File: src/hw/rtl/spg_pkg.sv
package spg_pkg;

  // Frame shape
  localparam int PACKET_CHANNELS = 9;
  localparam int PPM_SLOTS       = 8;
  localparam int SERVO_OUTPUTS   = 8;
  localparam int SKIPPED_SLOT    = 7;

  localparam int MAX_SLOTS = (PPM_SLOTS > SERVO_OUTPUTS) ? PPM_SLOTS : SERVO_OUTPUTS;
  localparam int SLOT_W    = (MAX_SLOTS > 1) ? $clog2(MAX_SLOTS) : 1;
  localparam int BIDX_W    = $clog2(2 * PACKET_CHANNELS);

  // Packet framing bytes
  localparam logic [7:0] HDR_BYTE = 8'hFF;
  localparam logic [7:0] TRL_BYTE = 8'hEE;

  // Request opcodes
  localparam logic OP_BYTE = 1'b0;
  localparam logic OP_TICK = 1'b1;

  // Register file
  localparam int          CFG_AW        = 4;
  localparam logic [1:0]  REG_MODE      = 2'd0;
  localparam logic [1:0]  REG_PRE       = 2'd1;
  localparam logic [1:0]  REG_GAP       = 2'd2;
  localparam logic        MODE_PPM      = 1'b0;
  localparam logic [15:0] PRE_PULSE_RST = 16'd2949;
  localparam logic [15:0] SYNC_GAP_RST  = 16'd30966;

  // Request queue
  localparam int Q_DEPTH = 2;
  localparam int Q_PTR_W = $clog2(Q_DEPTH);
  localparam int Q_CNT_W = $clog2(Q_DEPTH + 1);

  typedef logic [PACKET_CHANNELS-1:0][15:0] chan_vals_t;

  typedef enum logic [5:0] {
    G_IDLE     = 6'b000001,
    G_PRE      = 6'b000010,
    G_CHAN     = 6'b000100,
    G_SYNC_PRE = 6'b001000,
    G_SYNC_GAP = 6'b010000,
    G_PWM      = 6'b100000
  } gen_phase_t;

  typedef struct packed {
    logic       is_tick;
    logic       is_hdr;
    logic       is_trl;
    logic [7:0] rx_byte;
  } item_t;

  typedef struct packed {
    logic        mode;
    logic [15:0] pre;
    logic [15:0] gap;
  } cfg_t;

  typedef struct packed {
    gen_phase_t        phase;
    logic [SLOT_W-1:0] slot;
  } gen_pos_t;

  // Channel time of a slot; slots past the packet read as zero
  function automatic logic [15:0] slot_value(chan_vals_t vals, logic [SLOT_W-1:0] slot);
    logic [15:0] v;
    v = '0;
    for (int i = 0; i < PACKET_CHANNELS; i++) begin
      if (int'(slot) == i) begin
        v = vals[i];
      end
    end
    return v;
  endfunction

  function automatic logic [15:0] phase_len(gen_pos_t p, chan_vals_t vals, cfg_t cfg);
    logic [15:0] v;
    logic [15:0] len;
    v = slot_value(vals, p.slot);
    len = '0;
    case (p.phase)
      G_PRE, G_SYNC_PRE: len = cfg.pre;
      G_CHAN:            len = (v > cfg.pre) ? v - cfg.pre : '0;
      G_SYNC_GAP:        len = cfg.gap;
      G_PWM:             len = v;
      default:           len = '0;
    endcase
    return len;
  endfunction

  // Phase that follows p in the frame sequence
  function automatic gen_pos_t next_pos(gen_pos_t p);
    gen_pos_t r;
    r.phase = G_IDLE;
    r.slot  = '0;
    case (p.phase)
      G_PRE: begin
        r.phase = G_CHAN;
        r.slot  = p.slot;
      end
      G_CHAN: begin
        if (int'(p.slot) + 1 < PPM_SLOTS) begin
          r.phase = G_PRE;
          r.slot  = SLOT_W'(int'(p.slot) + 1);
        end else begin
          r.phase = G_SYNC_PRE;
        end
      end
      G_SYNC_PRE: r.phase = G_SYNC_GAP;
      G_PWM: begin
        if (int'(p.slot) + 1 < SERVO_OUTPUTS) begin
          r.phase = G_PWM;
          r.slot  = SLOT_W'(int'(p.slot) + 1);
        end
      end
      default: r.phase = G_IDLE;
    endcase
    return r;
  endfunction

  // First phase at or after cand with a nonzero length. With a nonzero
  // pre-pulse only one channel phase can be skipped; with a zero pre-pulse
  // all pre-pulses vanish and a priority search finds the next live channel.
  function automatic gen_pos_t resolve_pos(gen_pos_t cand, chan_vals_t vals, cfg_t cfg);
    logic [PPM_SLOTS-1:0]     chan_nz;
    logic [SERVO_OUTPUTS-1:0] pwm_nz;
    logic                     pre_nz;
    logic                     gap_nz;
    logic                     c_found;
    logic                     p_found;
    logic [SLOT_W-1:0]        c_slot;
    logic [SLOT_W-1:0]        p_slot;
    gen_pos_t                 r;
    pre_nz  = (cfg.pre != '0);
    gap_nz  = (cfg.gap != '0);
    c_found = 1'b0;
    p_found = 1'b0;
    c_slot  = '0;
    p_slot  = '0;
    for (int s = 0; s < PPM_SLOTS; s++) begin
      chan_nz[s] = slot_value(vals, SLOT_W'(s)) > cfg.pre;
    end
    for (int s = 0; s < SERVO_OUTPUTS; s++) begin
      pwm_nz[s] = slot_value(vals, SLOT_W'(s)) != '0;
    end
    for (int s = 0; s < PPM_SLOTS; s++) begin
      if (!c_found && s >= int'(cand.slot) && chan_nz[s]) begin
        c_found = 1'b1;
        c_slot  = SLOT_W'(s);
      end
    end
    for (int s = 0; s < SERVO_OUTPUTS; s++) begin
      if (!p_found && s >= int'(cand.slot) && pwm_nz[s]) begin
        p_found = 1'b1;
        p_slot  = SLOT_W'(s);
      end
    end
    r.phase = G_IDLE;
    r.slot  = '0;
    case (cand.phase)
      G_PRE, G_CHAN: begin
        if (pre_nz) begin
          if (cand.phase == G_PRE) begin
            r = cand;
          end else if (chan_nz[cand.slot]) begin
            r = cand;
          end else if (int'(cand.slot) + 1 < PPM_SLOTS) begin
            r.phase = G_PRE;
            r.slot  = SLOT_W'(int'(cand.slot) + 1);
          end else begin
            r.phase = G_SYNC_PRE;
          end
        end else if (c_found) begin
          r.phase = G_CHAN;
          r.slot  = c_slot;
        end else if (gap_nz) begin
          r.phase = G_SYNC_GAP;
        end
      end
      G_SYNC_PRE: begin
        if (pre_nz) begin
          r.phase = G_SYNC_PRE;
        end else if (gap_nz) begin
          r.phase = G_SYNC_GAP;
        end
      end
      G_SYNC_GAP: begin
        if (gap_nz) begin
          r.phase = G_SYNC_GAP;
        end
      end
      G_PWM: begin
        if (p_found) begin
          r.phase = G_PWM;
          r.slot  = p_slot;
        end
      end
      default: r.phase = G_IDLE;
    endcase
    return r;
  endfunction

endpackage

File: src/hw/rtl/spg_front.sv
module spg_front
  import spg_pkg::*;
(
  input  logic       in_valid,
  output logic       in_ready,
  input  logic       in_opcode,
  input  logic [7:0] in_rx_byte,
  input  logic       q_full,
  output logic       push,
  output item_t      push_item
);

  assign in_ready = !q_full;
  assign push     = in_valid && !q_full;

  // Pre-decode the framing bytes so the back end only sees flags
  always_comb begin
    push_item.is_tick = (in_opcode == OP_TICK);
    push_item.is_hdr  = (in_opcode == OP_BYTE) && (in_rx_byte == HDR_BYTE);
    push_item.is_trl  = (in_opcode == OP_BYTE) && (in_rx_byte == TRL_BYTE);
    push_item.rx_byte = in_rx_byte;
  end

endmodule

File: src/hw/rtl/spg_queue.sv
module spg_queue
  import spg_pkg::*;
(
  input  logic  clk,
  input  logic  rst_n,
  input  logic  push,
  input  item_t push_item,
  output logic  q_full,
  output logic  q_valid,
  output item_t q_item,
  input  logic  pop
);

  item_t              mem [Q_DEPTH];
  logic [Q_PTR_W-1:0] wr_ptr_r;
  logic [Q_PTR_W-1:0] wr_ptr_nxt;
  logic [Q_PTR_W-1:0] rd_ptr_r;
  logic [Q_PTR_W-1:0] rd_ptr_nxt;
  logic [Q_CNT_W-1:0] cnt_r;
  logic [Q_CNT_W-1:0] cnt_nxt;

  assign q_full  = (cnt_r == Q_CNT_W'(Q_DEPTH));
  assign q_valid = (cnt_r != '0);
  assign q_item  = mem[rd_ptr_r];

  always_comb begin
    wr_ptr_nxt = wr_ptr_r;
    rd_ptr_nxt = rd_ptr_r;
    cnt_nxt    = cnt_r;
    if (push) begin
      wr_ptr_nxt = (int'(wr_ptr_r) == Q_DEPTH - 1) ? '0 : wr_ptr_r + 1'b1;
    end
    if (pop) begin
      rd_ptr_nxt = (int'(rd_ptr_r) == Q_DEPTH - 1) ? '0 : rd_ptr_r + 1'b1;
    end
    if (push && !pop) begin
      cnt_nxt = cnt_r + 1'b1;
    end else if (pop && !push) begin
      cnt_nxt = cnt_r - 1'b1;
    end
  end

  always_ff @(posedge clk) begin
    if (!rst_n) begin
      wr_ptr_r <= '0;
      rd_ptr_r <= '0;
      cnt_r    <= '0;
    end else begin
      wr_ptr_r <= wr_ptr_nxt;
      rd_ptr_r <= rd_ptr_nxt;
      cnt_r    <= cnt_nxt;
    end
  end

  always_ff @(posedge clk) begin
    if (push) begin
      mem[wr_ptr_r] <= push_item;
    end
  end

endmodule

File: src/hw/rtl/spg_back.sv
module spg_back
  import spg_pkg::*;
(
  input  logic       clk,
  input  logic       rst_n,
  input  cfg_t       cfg,
  input  logic       q_valid,
  input  item_t      q_item,
  output logic       pop,
  output logic       out_valid,
  input  logic       out_ready,
  output logic       out_ppm_level,
  output logic [7:0] out_servo_levels,
  output logic       out_frame_active,
  output logic       out_packet_ok
);

  typedef enum logic [3:0] {
    P_START    = 4'b0001,
    P_PREAMBLE = 4'b0010,
    P_PACKET   = 4'b0100,
    P_VERIFY   = 4'b1000
  } parse_phase_t;

  parse_phase_t      pphase_r;
  parse_phase_t      pphase_nxt;
  logic [BIDX_W-1:0] bidx_r;
  logic [BIDX_W-1:0] bidx_nxt;
  chan_vals_t        pending_r;
  chan_vals_t        pending_nxt;
  logic              pvalid_r;
  logic              pvalid_nxt;
  chan_vals_t        active_r;
  chan_vals_t        active_nxt;
  gen_pos_t          pos_r;
  gen_pos_t          pos_nxt;
  logic [15:0]       tick_r;
  logic [15:0]       tick_nxt;

  logic              ok;
  logic              parsed_valid;
  gen_pos_t          tick_pos;
  logic [15:0]       tick_cnt;
  logic [15:0]       tick_inc;
  gen_pos_t          step_pos;
  gen_pos_t          start_cand;
  gen_pos_t          start_pos;
  logic [7:0]        servo;

  logic              out_valid_r;
  logic              ppm_r;
  logic [7:0]        servo_r;
  logic              active_flag_r;
  logic              ok_r;

  assign pop = q_valid && (!out_valid_r || out_ready);

  // Packet deframer
  always_comb begin
    pphase_nxt   = pphase_r;
    bidx_nxt     = bidx_r;
    pending_nxt  = pending_r;
    parsed_valid = pvalid_r;
    ok           = 1'b0;
    if (!q_item.is_tick) begin
      case (pphase_r)
        P_START: begin
          if (q_item.is_hdr) pphase_nxt = P_PREAMBLE;
        end
        P_PREAMBLE: begin
          if (q_item.is_hdr) begin
            pphase_nxt = P_PACKET;
            bidx_nxt   = '0;
          end else begin
            pphase_nxt = P_START;
          end
        end
        P_PACKET: begin
          for (int i = 0; i < PACKET_CHANNELS; i++) begin
            if ((int'(bidx_r) >> 1) == i) begin
              if (!bidx_r[0]) pending_nxt[i][15:8] = q_item.rx_byte;
              else            pending_nxt[i][7:0]  = q_item.rx_byte;
            end
          end
          parsed_valid = 1'b0;
          if (int'(bidx_r) == 2 * PACKET_CHANNELS - 1) begin
            pphase_nxt = P_VERIFY;
            bidx_nxt   = '0;
          end else begin
            bidx_nxt = bidx_r + 1'b1;
          end
        end
        P_VERIFY: begin
          if (q_item.is_trl) begin
            parsed_valid = 1'b1;
            ok           = 1'b1;
          end
          pphase_nxt = P_START;
        end
        default: pphase_nxt = P_START;
      endcase
    end
  end

  // Frame sequencer. A new frame only starts when pending is set, and the
  // byte or tick that sets it never writes pending data, so pending_r is
  // already the data to latch.
  assign tick_inc   = tick_r + 16'd1;
  assign start_cand = '{phase: (cfg.mode == MODE_PPM) ? G_PRE : G_PWM, slot: '0};
  assign start_pos  = resolve_pos(start_cand, pending_r, cfg);

  always_comb begin
    tick_pos = pos_r;
    tick_cnt = tick_r;
    if (q_item.is_tick && pos_r.phase != G_IDLE) begin
      tick_cnt = tick_inc;
      if (tick_inc >= phase_len(pos_r, active_r, cfg)) begin
        tick_pos = resolve_pos(next_pos(pos_r), active_r, cfg);
        tick_cnt = '0;
      end
    end
  end

  always_comb begin
    step_pos   = tick_pos;
    tick_nxt   = tick_cnt;
    active_nxt = active_r;
    pvalid_nxt = parsed_valid;
    if (tick_pos.phase == G_IDLE && parsed_valid) begin
      active_nxt = pending_r;
      pvalid_nxt = 1'b0;
      step_pos   = start_pos;
      tick_nxt   = '0;
    end
    pos_nxt = step_pos;
  end

  // Pin levels after this request
  always_comb begin
    for (int b = 0; b < 8; b++) begin
      servo[b] = 1'b0;
      if (b < SERVO_OUTPUTS && int'(step_pos.slot) == b) begin
        if (step_pos.phase == G_PWM) begin
          servo[b] = 1'b1;
        end else if ((step_pos.phase == G_PRE || step_pos.phase == G_CHAN)
                     && b != SKIPPED_SLOT) begin
          servo[b] = 1'b1;
        end
      end
    end
  end

  always_ff @(posedge clk) begin
    if (!rst_n) begin
      pphase_r    <= P_START;
      bidx_r      <= '0;
      pending_r   <= '0;
      pvalid_r    <= 1'b0;
      active_r    <= '0;
      pos_r       <= '{phase: G_IDLE, slot: '0};
      tick_r      <= '0;
      out_valid_r <= 1'b0;
    end else begin
      if (pop) begin
        pphase_r  <= pphase_nxt;
        bidx_r    <= bidx_nxt;
        pending_r <= pending_nxt;
        pvalid_r  <= pvalid_nxt;
        active_r  <= active_nxt;
        pos_r     <= pos_nxt;
        tick_r    <= tick_nxt;
      end
      if (pop) begin
        out_valid_r <= 1'b1;
      end else if (out_ready) begin
        out_valid_r <= 1'b0;
      end
    end
  end

  always_ff @(posedge clk) begin
    if (pop) begin
      ppm_r         <= (step_pos.phase == G_PRE) || (step_pos.phase == G_SYNC_PRE);
      servo_r       <= servo;
      active_flag_r <= (step_pos.phase != G_IDLE);
      ok_r          <= ok;
    end
  end

  assign out_valid        = out_valid_r;
  assign out_ppm_level    = ppm_r;
  assign out_servo_levels = servo_r;
  assign out_frame_active = active_flag_r;
  assign out_packet_ok    = ok_r;

endmodule

File: src/hw/rtl/serial_packet_to_ppm_generator.sv
// Packet-driven PPM / servo pulse generator.
//
// Input channel (in_valid/in_ready): one request per serial byte
// (in_opcode = 0, in_rx_byte) or per elapsed timer tick (in_opcode = 1).
// Bytes are deframed as FF FF, nine big-endian 16-bit channel times, EE.
// A good packet becomes pending; an idle generator latches it and plays
// one frame, advancing one tick per tick request.
// Output channel (out_valid/out_ready): exactly one result per request,
// giving the PPM and servo pin levels after that request, a frame-active
// flag and a packet-ok flag on the trailer byte that closed a good packet.
// Throughput: one request per cycle unless the result stalls. A request
// passes the front queue, then the registered sequencer stage, to its result.
// A two-entry request queue decouples the input side from the sequencer,
// and the result register holds a stalled result while the queue fills;
// in_ready drops only when both queue entries are occupied.
// Reset (synchronous, rst_n low): parser waits for a header, nothing is
// pending, generator idle, registers back to PPM mode, pre-pulse 2949 and
// sync gap 30966 ticks. Registers sit on the APB port at 0x0, 0x4, 0x8.
module serial_packet_to_ppm_generator
  import spg_pkg::*;
(
  input  logic              clk,
  input  logic              rst_n,
  input  logic              in_valid,
  output logic              in_ready,
  input  logic              in_opcode,
  input  logic [7:0]        in_rx_byte,
  output logic              out_valid,
  input  logic              out_ready,
  output logic              out_ppm_level,
  output logic [7:0]        out_servo_levels,
  output logic              out_frame_active,
  output logic              out_packet_ok,
  input  logic              psel,
  input  logic              penable,
  input  logic              pwrite,
  input  logic [CFG_AW-1:0] paddr,
  input  logic [31:0]       pwdata,
  output logic [31:0]       prdata,
  output logic              pready
);

  cfg_t       cfg_r;
  logic       cfg_wr;
  logic [1:0] reg_idx;

  logic       q_full;
  logic       push;
  item_t      push_item;
  logic       q_valid;
  item_t      q_item;
  logic       pop;

  // Register file: written in the access phase, pready tied high
  assign pready  = 1'b1;
  assign reg_idx = paddr[CFG_AW-1:2];
  assign cfg_wr  = psel && penable && pwrite;

  always_ff @(posedge clk) begin
    if (!rst_n) begin
      cfg_r.mode <= MODE_PPM;
      cfg_r.pre  <= PRE_PULSE_RST;
      cfg_r.gap  <= SYNC_GAP_RST;
    end else if (cfg_wr) begin
      case (reg_idx)
        REG_MODE: cfg_r.mode <= pwdata[0];
        REG_PRE:  cfg_r.pre  <= pwdata[15:0];
        REG_GAP:  cfg_r.gap  <= pwdata[15:0];
        default:  ;
      endcase
    end
  end

  always_comb begin
    case (reg_idx)
      REG_MODE: prdata = {31'd0, cfg_r.mode};
      REG_PRE:  prdata = {16'd0, cfg_r.pre};
      REG_GAP:  prdata = {16'd0, cfg_r.gap};
      default:  prdata = '0;
    endcase
  end

  spg_front u_front (
    .in_valid   (in_valid),
    .in_ready   (in_ready),
    .in_opcode  (in_opcode),
    .in_rx_byte (in_rx_byte),
    .q_full     (q_full),
    .push       (push),
    .push_item  (push_item)
  );

  spg_queue u_queue (
    .clk       (clk),
    .rst_n     (rst_n),
    .push      (push),
    .push_item (push_item),
    .q_full    (q_full),
    .q_valid   (q_valid),
    .q_item    (q_item),
    .pop       (pop)
  );

  // Deframer and frame sequencer, one request per cycle unless the result stalls
  spg_back u_back (
    .clk              (clk),
    .rst_n            (rst_n),
    .cfg              (cfg_r),
    .q_valid          (q_valid),
    .q_item           (q_item),
    .pop              (pop),
    .out_valid        (out_valid),
    .out_ready        (out_ready),
    .out_ppm_level    (out_ppm_level),
    .out_servo_levels (out_servo_levels),
    .out_frame_active (out_frame_active),
    .out_packet_ok    (out_packet_ok)
  );

endmodule

File: config.mk
export PLATFORM = sky130hd
export DESIGN_NAME = serial_packet_to_ppm_generator
export DESIGN_NICKNAME = d
export VERILOG_FILES = /design/src/hw/rtl/spg_pkg.sv /design/src/hw/rtl/spg_front.sv /design/src/hw/rtl/spg_queue.sv /design/src/hw/rtl/spg_back.sv /design/src/hw/rtl/serial_packet_to_ppm_generator.sv
export SDC_FILE = /design/constraint.sdc
export NUM_CORES = 1
export LEC_CHECK = 0
export ABC_AREA = 1
export ABC_CLOCK_PERIOD_IN_PS = 7600
export BUFFER_PORTS_ARGS = -buffer_cell sky130_fd_sc_hd__buf_2
export CELL_PAD_IN_SITES_DETAIL_PLACEMENT = 0
export CELL_PAD_IN_SITES_GLOBAL_PLACEMENT = 1
export CORE_UTILIZATION = 33
export DETAILED_ROUTE_END_ITERATION = 10
export MAX_ROUTING_LAYER = met4
export PLACE_DENSITY = 0.62
export SYNTH_ARGS = -nofsm -noshare
export SYNTH_HDL_FRONTEND = slang
export SYNTH_HIERARCHICAL = 1
export SYNTH_SLANG_ARGS = --single-unit
File: constraint.sdc
create_clock -name clk -period 7.6 [get_ports clk]
set_clock_uncertainty 0.05 [all_clocks]
set_input_delay 0.76 -clock clk [delete_from_list [all_inputs] [get_ports clk]]
set_output_delay 0.76 -clock clk [all_outputs]
set_load 0.05 [all_outputs]
After elaboration in Yosys (flattened, before gate mapping)

Memory sizes are Yosys's and may differ from the RTL's. A register that Yosys moved wholly into a read port is not among the register bits.
Index checks and enable logic that the tools add are counted.

Bits in writable memories: 22
Memories kept: 1
Word-level logic and storage cells: 471
Bits of input ports: 52
Register bits after elaboration: 340

Memories:

| name        | words | width | read ports | clocked after memory_dff | write ports | RTL line        | text |
|---|---|---|---|---|---|---|---|
| u_queue.mem | 2     | 11    | 1          | 1                        | 1           | spg_queue.sv:14 | `item_t mem [Q_DEPTH];` |

$lt $le $gt $ge: 28
Bitwise gates (word level): 4
Reduce and logical (&&, ||, !) cells: 141
Mux-type cells: 184
Add/subtract/negate cells: 9
Equality and inequality tests: 56

Operators by type and width:

| cell                                                        | number |
|---|---|
| 2-to-1 mux 16 bit                                           | 30 |
| nonzero test 16 bit                                         | 18 |
| > comparator 16 bit                                         | 17 |
| 2-to-1 mux 9 bit                                            | 12 |
| 2-to-1 mux 1 bit                                            | 84 |
| AND reduction 5 bit                                         | 16 |
| case mux 6 bit (4 select lines)                             | 3 |
| 2-to-1 mux 3 bit                                            | 23 |
| less-than comparator 32 x 5 -> 1 bit, second input constant | 2 |
| case mux 16 bit (4 select lines)                            | 1 |
| logical AND 1 bit                                           | 52 |
| case mux 16 bit (3 select lines)                            | 1 |
| zero test 1 bit                                             | 32 |
| zero test 32 bit                                            | 1 |
| 2-to-1 mux 6 bit                                            | 5 |
| == test 3 bit, second input constant                        | 8 |
| == test 6 x 2 -> 1 bit, second input constant               | 4 |
| == test 6 x 3 -> 1 bit, second input constant               | 4 |
| == test 6 x 4 -> 1 bit, second input constant               | 4 |
| == test 6 bit, second input constant                        | 4 |
| == test 4 bit, second input constant                        | 5 |
| 2-to-1 mux 2 bit                                            | 10 |
| 2-to-1 mux 5 bit                                            | 4 |
| == test 6 x 5 -> 1 bit, second input constant               | 3 |
| 40 further kinds                                            | 79 |

Longest topological paths before layout

Gate-level depths: netlist of the first run.

Word-level depth: 75
Mapped depth: 56
Gate-level depth less buffers: 55

Modules after synthesis

The synthesis of the first run kept the hierarchy.

Modules (own cells, without submodules):

| module                         | instances | seq. area each (um^2) | cells an instance | area each (um^2) |
|---|---|---|---|---|
| spg_back                       | 1         | 6175.9                | 2938              | 21680.8 |
| serial_packet_to_ppm_generator | 1         | 660.6                 | 257               | 1679.1 |
| spg_queue                      | 1         | 760.7                 | 69                | 1061.0 |
| spg_front                      | 1         | 0.0                   | 22                | 118.9 |

Worst setup path after synthesis of the first run

No wires, ideal clock.

Path type: reg2reg
From: reg u_back/pos_r[0] (netlist bit)
To: reg u_back.servo_r[4] (netlist: u_back/out_servo_levels[4]), data pin
Required time: 7.300 ns
Cell stages (with the launch flop): 52
Path buffers: 3
Arrival time: 6.368 ns
Setup slack: 0.933 ns
Library setup time: 0.250 ns
Cells stage by stage: dfxtp_1 -> inv_1 -> ha_1 -> clkbuf_1 -> inv_1 -> nor2_1 -> nand3_1 -> o211ai_1 -> o21ai_0 -> nand2_1 -> o211ai_1 -> o211ai_1 -> o21ai_0 -> nand2_1 -> a22oi_1 -> ha_1 -> fa_1 -> inv_1 -> [16 not listed] -> nor3_1 -> nand3_1 -> nand3_1 -> nand2_1 -> inv_1 -> or2_2 -> nand2_1 -> nand2_2 -> nand2_2 -> nor2_8 -> nand3_4 -> buf_6 -> nand2_1 -> nand2_1 -> inv_1 -> nor2_1 -> nand2_1 -> inv_1

Cells in the longest elaborated chain, start to end: 64

Ends and longest elaborated chain:

| element                                                          | RTL line                       | text |
|---|---|---|
| from (decl)                                                      | spg_back.sv:35                 | `gen_pos_t pos_r;` |
| from (signal assigned)                                           | spg_back.sv:160                | `pos_r <= '{phase: G_IDLE, slot: '0};` |
| from (signal assigned)                                           | spg_back.sv:170                | `pos_r <= pos_nxt;` |
| adder 3 x 1 -> 4 bit                                             | spg_pkg.sv:102, spg_pkg.sv:111 |  |
| less-than comparator 32 x 5 -> 1 bit                             | spg_pkg.sv:102, spg_pkg.sv:111 |  |
| 2-to-1 mux 9 bit or 2-to-1 mux 3 bit (tied branches)             | spg_pkg.sv:111, spg_pkg.sv:102 |  |
| case mux 3 bit (3 select lines)                                  | spg_pkg.sv:96                  | `case (p.phase)` |
| 2-to-1 mux 3 bit                                                 | spg_back.sv:117                | `if (tick_inc >= phase_len(pos_r, active_r, cfg)) begin` |
| 2-to-1 mux 3 bit                                                 | spg_back.sv:115                | `if (q_item.is_tick && pos_r.phase != G_IDLE) begin` |
| greater-or-equal comparator 1 x 3 -> 1 bit                       | spg_pkg.sv:147, spg_pkg.sv:153 |  |
| logical AND 1 bit                                                | spg_pkg.sv:147                 | `if (!c_found && s >= int'(cand.slot) && chan_nz[s]) begin` |
| [48 not listed]                                                  | --                             |  |
| 2-to-1 mux 9 bit *                                               | spg_back.sv:115                |  |
| == test 6 x 1 -> 1 bit                                           | spg_back.sv:129                | `if (tick_pos.phase == G_IDLE && parsed_valid) begin` |
| logical AND 1 bit                                                | spg_back.sv:129                |  |
| 2-to-1 mux 9 bit *                                               | spg_back.sv:129                |  |
| == test 6 x 2 -> 1 bit or == test 6 x 3 -> 1 bit (tied branches) | spg_back.sv:145                | `end else if ((step_pos.phase == G_PRE \|\| step_pos.phase == G_CHAN)` |
| logical OR 1 bit                                                 | spg_back.sv:145                |  |
| 2-to-1 mux 1 bit                                                 | spg_back.sv:145                |  |
| 2-to-1 mux 1 bit                                                 | spg_back.sv:143                | `if (step_pos.phase == G_PWM) begin` |
| to (signal assigned)                                             | spg_back.sv:184                | `servo_r <= servo;` |
| to (decl)                                                        | spg_back.sv:52                 | `logic [7:0] servo_r;` |

Every way passes the cells marked *; elsewhere a longest branch is shown, timed or not. The select of a mux whose other input is x is not followed.
A chain may end at the register's enable or synchronous reset.

Worst setup path in the final report of the first run

From: reg u_back/pos_r[1] (netlist bit)
To: reg u_back/active_r[56] (netlist bit)

Cells in the longest elaborated chain, start to end: 60

Ends and longest elaborated chain:

| element                                              | RTL line                       | text |
|---|---|---|
| adder 3 x 1 -> 4 bit                                 | spg_pkg.sv:102, spg_pkg.sv:111 |  |
| less-than comparator 32 x 5 -> 1 bit                 | spg_pkg.sv:102, spg_pkg.sv:111 |  |
| 2-to-1 mux 9 bit or 2-to-1 mux 3 bit (tied branches) | spg_pkg.sv:111, spg_pkg.sv:102 |  |
| case mux 3 bit (3 select lines)                      | spg_pkg.sv:96                  |  |
| 2-to-1 mux 3 bit                                     | spg_back.sv:117                |  |
| 2-to-1 mux 3 bit                                     | spg_back.sv:115                |  |
| greater-or-equal comparator 1 x 3 -> 1 bit           | spg_pkg.sv:147, spg_pkg.sv:153 |  |
| logical AND 1 bit                                    | spg_pkg.sv:147                 |  |
| [44 not listed]                                      | --                             |  |
| 2-to-1 mux 5 bit                                     | spg_pkg.sv:173                 | `end else if (c_found) begin` |
| 2-to-1 mux 9 bit                                     | spg_pkg.sv:162                 | `if (pre_nz) begin` |
| case mux 6 bit (4 select lines)                      | spg_pkg.sv:160                 | `case (cand.phase)` |
| 2-to-1 mux 9 bit *                                   | spg_back.sv:117                |  |
| 2-to-1 mux 9 bit *                                   | spg_back.sv:115                |  |
| == test 6 x 1 -> 1 bit *                             | spg_back.sv:129                |  |
| logical AND 1 bit *                                  | spg_back.sv:129                |  |
| AND reduction 2 bit (no source line) *               | --                             |  |
| to (signal assigned)                                 | spg_back.sv:169                | `active_r <= active_nxt;` |
| to (decl)                                            | spg_back.sv:33                 | `chan_vals_t active_r;` |

Marks and branches as above.

==> impl_metrics.py, run 1 <==
metrics = {
    "worst_setup_path": {
        "worstPathRequired_ps": 8030,
        "cpPeakStageDelay_ps": 360,
        "cpMostUsedCell": "sky130_fd_sc_hd__nand2_1",
        "start_kind": "register",
        "timing.critical_path.fanout_max": 16,
        "timing_worst_setup_path_type": "reg2reg",
        "critical_path_arrival_ps": 7610,
        "worst_setup_path_end_kind": "register",
        "slowest_stage": "sky130_fd_sc_hd__a31oi_2",
    },
    "timing": {
        "worst_slew_margin_rel_pct": 16.1,
        "final.min_clock_period_ps": 7180,
        "finalSetupViolations": 0,
        "finalCritPeriodShare_pct": 94.4,
        "fmax_mhz": 139,
        "postLayoutSetupSlackWorst_ps": 424,
        "slew_violations": 0,
        "worstMarginPinSlew_ps": 1260,
        "worst_hold_slack_ps": 301,
        "timing.final.hold_violations": 0,
    },
    "clock_network": {
        "cts_tree": "done",
        "cts_clk_pin_slew_worst_paths_ps": 60,
        "htreeDepth": 2,
        "clock_tree.root_cell": "sky130_fd_sc_hd__clkbuf_16",
        "cts.sink_count": 363,
        "cts-buffers-inserted": 45,
        "clock_tree.buffer_depth": 3,
        "clk-insertion-delay-late_ps": 620,
    },
    "final_layout": {
        "commonest_non_fill_non_tap_cell_in_the_layout": "sky130_fd_sc_hd__nand2_1",
        "most-common-layout-cells": "sky130_fd_sc_hd__nand2_1, sky130_fd_sc_hd__dfxtp_1, sky130_fd_sc_hd__a21oi_1, sky130_fd_sc_hd__ha_1, sky130_fd_sc_hd__inv_1",
        "fillers": 7565,
        "final_antenna_diode_count": 0,
        "final_nets": 3727,
        "drive_gt1_share_pct": 12.9,
        "synthToLayoutAreaGrowth_pct": 15.5,
        "layout.cells.non_filler": 4368,
    },
    "routing": {
        "drc": 10,
        "drtAntennaViolNets": 0,
        "drt-wirelength-per-cell_um": 21.8,
        "avgViaCountPerCell": 5.43,
        "detail_route.wirelength_um": 95400,
        "drtPass1Iterations": 8,
        "drt_iter0_drc": 1723,
        "detailroute.via_count": 23700,
    },
    "floorplanning": {
        "floorplan.die.height_um": 275,
        "top_level_ports": 98,
        "fp.dieArea_sq_mm": 0.0755,
        "placement_rows": 99,
        "placeableCoreArea_sq_mm": 0.0732,
        "starting_density_of_the_core_pct": 33.5,
        "die_w_um": 275,
    },
    "status": {
        "run_status": "complete, but fails checks",
        "failed_checks": "DRC",
    },
    "global_routing": {
        "largest_net_degree_at_the_start_of_global_routing": 109,
        "first_pass_grt_wire_length_um": 139000,
        "number_of_global_route_vias_before_repair": 22400,
        "grt_overflow_total": 0,
        "number_of_antenna_violations_at_the_first_check_in_global_routing": 3,
        "groute.usage.overall_pct": 25.2,
    },
    "synthesis": {
        "synth_top_area_cell": "sky130_fd_sc_hd__dfxtp_1",
        "postSynth.topFlopCell": "sky130_fd_sc_hd__dfxtp_1",
        "syn_inst": 3286,
        "fraction_of_registers_with_async_set_reset_pct": 0,
        "syn-mean-instance-area_sq_um": 7.47,
        "synth_seq_area_share_pct": 31.0,
        "synth-warning-count": 6,
        "synth_edf_count": 33,
        "synth_area_leaders": "sky130_fd_sc_hd__dfxtp_1, sky130_fd_sc_hd__ha_1, sky130_fd_sc_hd__nand2_1",
        "yosysTopAreaCellShare_pct": 26.9,
        "ys_ff_latch": 363,
        "synthDistinctLibCells": 66,
        "mappedNetlistArea_sq_mm": 0.0245,
    },
    "power_and_ir_drop": {
        "pwr_density_cell_mw_per_mm2": 267,
        "fin_total_pwr_w": 0.00758,
        "vdd_ir_drop_max_v": 0.000203,
        "power.static_leakage_nw": 12.5,
    },
    "hold_path": {
        "hp-class": "in2reg",
    },
    "flow_run": {
        "drv.max_cap_violation_count": 0,
    },
    "placement": {
        "numPortBuffers": 62,
        "place_inst": 4256,
        "preCtsSetupSlack_ps": -21.0,
        "place_hpwl_um": 67200,
        "gp_routability_congestion": 0.916,
    },
}
-- final timing paths --
path | cells after the start | startpoint | slack (ps) | end
max | 50 | u_back/pos_r[1] | 420 | u_back/active_r[56]
min | 1 | in_rx_byte[7] | 300 | u_queue/mem[1][7]
max reg2reg | 50 | u_back/pos_r[1] | 420 | u_back/active_r[56]
min reg2reg | 2 | cfg_r[23] | 440 | cfg_r[23]
-- state kept, by name, summed over array words and instances, names as in the netlist, named ones only --
name and cells:
cfg_r 33, u_back/active_r 128, u_back/bidx_r 5, u_back/out_frame_active 1
u_back/out_packet_ok 1, u_back/out_ppm_level 1, u_back/out_servo_levels 8, u_back/out_valid 1
u_back/pending_r 128, u_back/pos_r 9, u_back/pphase_r 4, u_back/pvalid_r 1
u_back/tick_r 16, u_queue/cnt_r 2, u_queue/mem 22, u_queue/rd_ptr_r 1
u_queue/wr_ptr_r 1
-- layout make-up --
type / instances / area (sq um) / area share, %
Clock inverter: 21 / 327 / 1.15
Sequential cell: 363 / 7600 / 26.8
Tap cell: 959 / 1200 / 4.23
Clock buffer: 62 / 1260 / 4.46
Timing Repair Buffer: 187 / 1620 / 5.73
Inverter: 318 / 1210 / 4.27
Multi-Input combinational cell: 2458 / 15100 / 53.3
-- power by group --
group / internal, W / switching, W / leakage [nW] / total, W
Clock: 0.00141 / 0.000915 / 0.777 / 0.00232
Combinational: 0.00101 / 0.00206 / 8.72 / 0.00306
Sequential: 0.00208 / 0.000112 / 2.98 / 0.00219
Total: 0.00450 / 0.00308 / 12.5 / 0.00758
-- critical path: cells and delay by family, from the launching register on --
kind	cells	cell delay [ps]
AND/OR/NAND/NOR	19	1970
buffers and inverters	10	1170
flip-flops	1	320
adder cells (fa/ha/maj)	4	900
AO/OA/AOI/OAI	16	2450
XOR/XNOR	1	170
-- layer usage --
layer / track usage, % / vias to the layer above / wire, um
li1: - / 11700 / -
met1: 31.5 / 11300 / 42300
met2: 42.5 / 580 / 45300
met3: 2.58 / 165 / 4350
met4: 8.16 / 0 / 3410
met5: - / - / 0
-- synthesized netlist by cell type (11+ instances only) --
cell type and n:
sky130_fd_sc_hd__clkbuf_1 91, sky130_fd_sc_hd__buf_2 14, sky130_fd_sc_hd__a21oi_1 324, sky130_fd_sc_hd__nor3_1 25
sky130_fd_sc_hd__a211oi_1 64, sky130_fd_sc_hd__a21oi_2 71, sky130_fd_sc_hd__o211ai_1 33, sky130_fd_sc_hd__nor2_1 261
sky130_fd_sc_hd__o21ai_0 200, sky130_fd_sc_hd__inv_2 12, sky130_fd_sc_hd__nand3_1 188, sky130_fd_sc_hd__buf_4 30
sky130_fd_sc_hd__nand4_1 71, sky130_fd_sc_hd__a31oi_1 34, sky130_fd_sc_hd__nand2_1 563, sky130_fd_sc_hd__edfxtp_1 33
sky130_fd_sc_hd__o22ai_1 20, sky130_fd_sc_hd__buf_6 28, sky130_fd_sc_hd__dfxtp_1 330, sky130_fd_sc_hd__xor2_1 11
sky130_fd_sc_hd__nor4_1 62, sky130_fd_sc_hd__o21ai_1 77, sky130_fd_sc_hd__inv_1 299, sky130_fd_sc_hd__ha_1 301
-- cell families after synthesis --
logic type               synth area share, %
flip-flops                              31.0
AND/OR/NAND/NOR                         22.1
multiplexers                           0.658
other                                 0.0306
adder cells (fa/ha/maj)                 15.4
buffers and inverters                   8.77
XOR/XNOR                               0.749
AO/OA/AOI/OAI                           21.3
-- repair_timing --
| action | CTS | global route |
|---|---|---|
| gates cloned | 0 | 13 |
| hold buffers | 0 | 0 |
| pin swaps | 0 | 21 |
| gates resized for setup | 1 | 72 |
| buffers inserted | 0 | 16 |
| setup endpoints to repair | 42 | 163 |
-- per-stage QoR --
stage | setup TNS [ps] | utilization [%] | cell area [sq um]
finish | 0 | 38.7 | 28300
global route | -1160 | 38.7 | 28300
CTS | 0 | 37.7 | 27600
detailed placement | -62.0 | 35.6 | 26000
global placement | -346 | 35.6 | 26000
floorplan | 0 | - | 24600
Power figures use the tool's default switching activity.
==> inputs of run 2 (changes only) <==
--- a/config.mk
+++ b/config.mk
@@ -11,9 +11,12 @@
 export CELL_PAD_IN_SITES_DETAIL_PLACEMENT = 0
 export CELL_PAD_IN_SITES_GLOBAL_PLACEMENT = 1
 export CORE_UTILIZATION = 33
+export CTS_BUF_LIST = sky130_fd_sc_hd__clkbuf_16
 export DETAILED_ROUTE_END_ITERATION = 10
+export GPL_TIMING_DRIVEN = 1
 export MAX_ROUTING_LAYER = met4
 export PLACE_DENSITY = 0.62
+export RECOVER_POWER = 50
 export SYNTH_ARGS = -nofsm -noshare
 export SYNTH_HDL_FRONTEND = slang
 export SYNTH_HIERARCHICAL = 1
==> impl_metrics.py, run 2 (same netlist as run 1, synthesis figures left out) <==
metrics = {
    "timing": {
        "timing.final.hold_violations": 0,
        "tns_ps": 0,
        "worst_slew_margin_rel_pct": -25.4,
        "worst_hold_slack_ps": 340,
        "worstMarginPinSlew_ps": 1870,
        "finalSetupViolations": 0,
        "slew_violations": 52,
        "fmax_mhz": 140,
        "finalCritPeriodShare_pct": 94.3,
        "final.min_clock_period_ps": 7170,
    },
    "power_and_ir_drop": {
        "vdd_ir_drop_max_v": 0.000204,
        "power.static_leakage_nw": 12.2,
        "fin_total_pwr_w": 0.00744,
        "pwr_density_cell_mw_per_mm2": 267,
    },
    "clock_network": {
        "cts_clk_pin_slew_worst_paths_ps": 60,
        "clock_tree.buffer_depth": 3,
        "htreeDepth": 2,
        "clk-insertion-delay-late_ps": 620,
        "cts_tree": "done",
        "cts.sink_count": 363,
        "post_cts_hold_buffer_count": 0,
        "cts-buffers-inserted": 45,
        "clock_tree.root_cell": "sky130_fd_sc_hd__clkbuf_16",
    },
    "placement": {
        "gp_routability_congestion": 0.916,
        "place_hpwl_um": 67200,
        "numPortBuffers": 62,
    },
    "hold_path": {
        "hold_path_startpoint": "in_rx_byte[7]",
        "worst_hold_path.endpoint": "u_queue/mem[0][7]",
        "hp-class": "in2reg",
        "hold-path-cell-count": 1,
    },
    "routing": {
        "drt_iter0_drc": 1751,
        "detailroute.via_count": 23700,
        "drtPass1Iterations": 9,
        "drtAntennaViolNets": 0,
        "drc": 10,
        "detail_route.wirelength_um": 94700,
        "drt-wirelength-per-cell_um": 21.8,
        "avgViaCountPerCell": 5.44,
    },
    "floorplanning": {
        "die_w_um": 275,
        "starting_density_of_the_core_pct": 33.5,
        "placeableCoreArea_sq_mm": 0.0732,
        "fp.dieArea_sq_mm": 0.0755,
        "floorplan.die.height_um": 275,
        "top_level_ports": 98,
        "placement_rows": 99,
    },
    "final_layout": {
        "final_antenna_diode_count": 0,
        "most-common-layout-cells": "sky130_fd_sc_hd__nand2_1, sky130_fd_sc_hd__dfxtp_1, sky130_fd_sc_hd__a21oi_1, sky130_fd_sc_hd__inv_1, sky130_fd_sc_hd__ha_1",
        "fillers": 7612,
        "synthToLayoutAreaGrowth_pct": 13.8,
        "commonest_non_fill_non_tap_cell_in_the_layout": "sky130_fd_sc_hd__nand2_1",
        "drive_gt1_share_pct": 10.6,
        "final_nets": 3712,
        "layout.core_utilization_pct": 38.1,
        "largest_registers": "u_back/active_r (128), u_back/pending_r (128), cfg_r (33)",
    },
    "worst_setup_path": {
        "cpPeakStageDelay_ps": 350,
        "cpMostUsedCell": "sky130_fd_sc_hd__nand2_1",
        "worstPathRequired_ps": 8060,
        "r2r_end": "u_back/active_r[111]",
        "worst_setup_path_end_kind": "register",
        "start_kind": "register",
        "timing_worst_setup_path_type": "reg2reg",
        "reg2regPathDepth": 49,
        "slowest_stage": "sky130_fd_sc_hd__a31oi_2",
        "regToRegSetupSlack_ps": 430,
        "critical_path_arrival_ps": 7630,
        "timing.critical_path.fanout_max": 20,
        "crit-reg2reg-launch": "u_back/pos_r[1]",
    },
    "global_routing": {
        "largest_net_degree_at_the_start_of_global_routing": 109,
        "first_pass_grt_wire_length_um": 139000,
        "number_of_antenna_violations_at_the_first_check_in_global_routing": 3,
        "grt_overflow_total": 0,
        "number_of_global_route_vias_before_repair": 22400,
        "groute.usage.overall_pct": 25.2,
    },
    "status": {
        "run_status": "complete, but fails checks",
        "failed_checks": "DRC, capacitance limit, slew limit",
    },
    "flow_run": {
        "drv.max_cap_violation_count": 2,
    },
}
[run 2: cell count changes in the layout (fill, tap and decap cells not counted), moves of 2 or more]
cell and change:
sky130_fd_sc_hd__nor2_4 -2, sky130_fd_sc_hd__buf_12 -2, sky130_fd_sc_hd__clkbuf_16 -2, sky130_fd_sc_hd__inv_2 -3, sky130_fd_sc_hd__nand2_4 +2, sky130_fd_sc_hd__ha_4 -2, sky130_fd_sc_hd__nor2_1 +2, sky130_fd_sc_hd__clkbuf_8 -7
sky130_fd_sc_hd__inv_1 +13, sky130_fd_sc_hd__clkinv_1 +7, sky130_fd_sc_hd__buf_2 -40, sky130_fd_sc_hd__clkbuf_1 +37, sky130_fd_sc_hd__buf_4 -15
[run 2: layout make-up]
cell class              count  area, sq um  share of cell area (%)
repair buffers            172         1350                    4.84
clock buffers              45         1130                    4.03
well taps                 959         1200                    4.30
inverters                 318         1210                    4.33
clock inverters            38          390                    1.40
flip-flops and latches    363         7600                    27.2
multi-input cells        2458        15000                    53.9
[run 2: repair_timing]
action / in CTS / in global routing
gates cloned: 0 / 9
buffers inserted: 0 / 5
setup endpoints to repair: 43 / 163
resized for setup: 1 / 63
pin swaps: 0 / 17
[run 2: metal layers]
layer  vias to the layer above  wire length, um  part of all wire (%)  GRT usage [%]
met5                         -                0                     0              -
met4                         0             3540                   3.7           8.11
met3                       170             4440                   4.7           2.57
met2                       617            44800                    47           42.5
met1                     11200            42000                    44           31.5
li1                      11600                -                     -              -
[run 2: report_power, final]
group / internal, W / switching [W]
Combinational: 0.000973 / 0.00205
Clock: 0.00132 / 0.000915
Sequential: 0.00208 / 0.000112
[run 2: worst max path at each step]
| stage | from | end | slack, ps | cells past startpoint |
|---|---|---|---|---|
| after global routing | u_back/pos_r[1] | u_back/tick_r[9] | -30 | 51 |
| after global placement | u_back/pos_r[0] | u_back/active_r[32] | -30 | 50 |
| after detailed placement | u_back/pos_r[0] | u_back/out_servo_levels[7] | -20 | 50 |
| after CTS | u_back/pos_r[0] | u_back/out_servo_levels[7] | 20 | 48 |
| after floorplan | u_back/pos_r[0] | u_back/out_servo_levels[4] | 930 | 51 |
| final | u_back/pos_r[1] | u_back/active_r[111] | 430 | 49 |
[run 2: per-stage QoR]
stage                     cell area (sq um)  instances  worst slack (ps)
after floorplan                       24600       3301               933
after global placement                26000       4256             -25.4
after detailed placement              26000       4256             -21.0
after CTS                             27600       4339              22.5
after global routing                  27900       4353             -26.4
final                                 27900       4353               432
[run 2: worst max-delay path: cells and delay by family (launching register included)]
family	cells	cell delay, ps
compound gates	15	2290
simple gates	20	2230
buf+inv	9	1080
fa+ha+maj	4	900
flops	1	320
xor+xnor	1	170
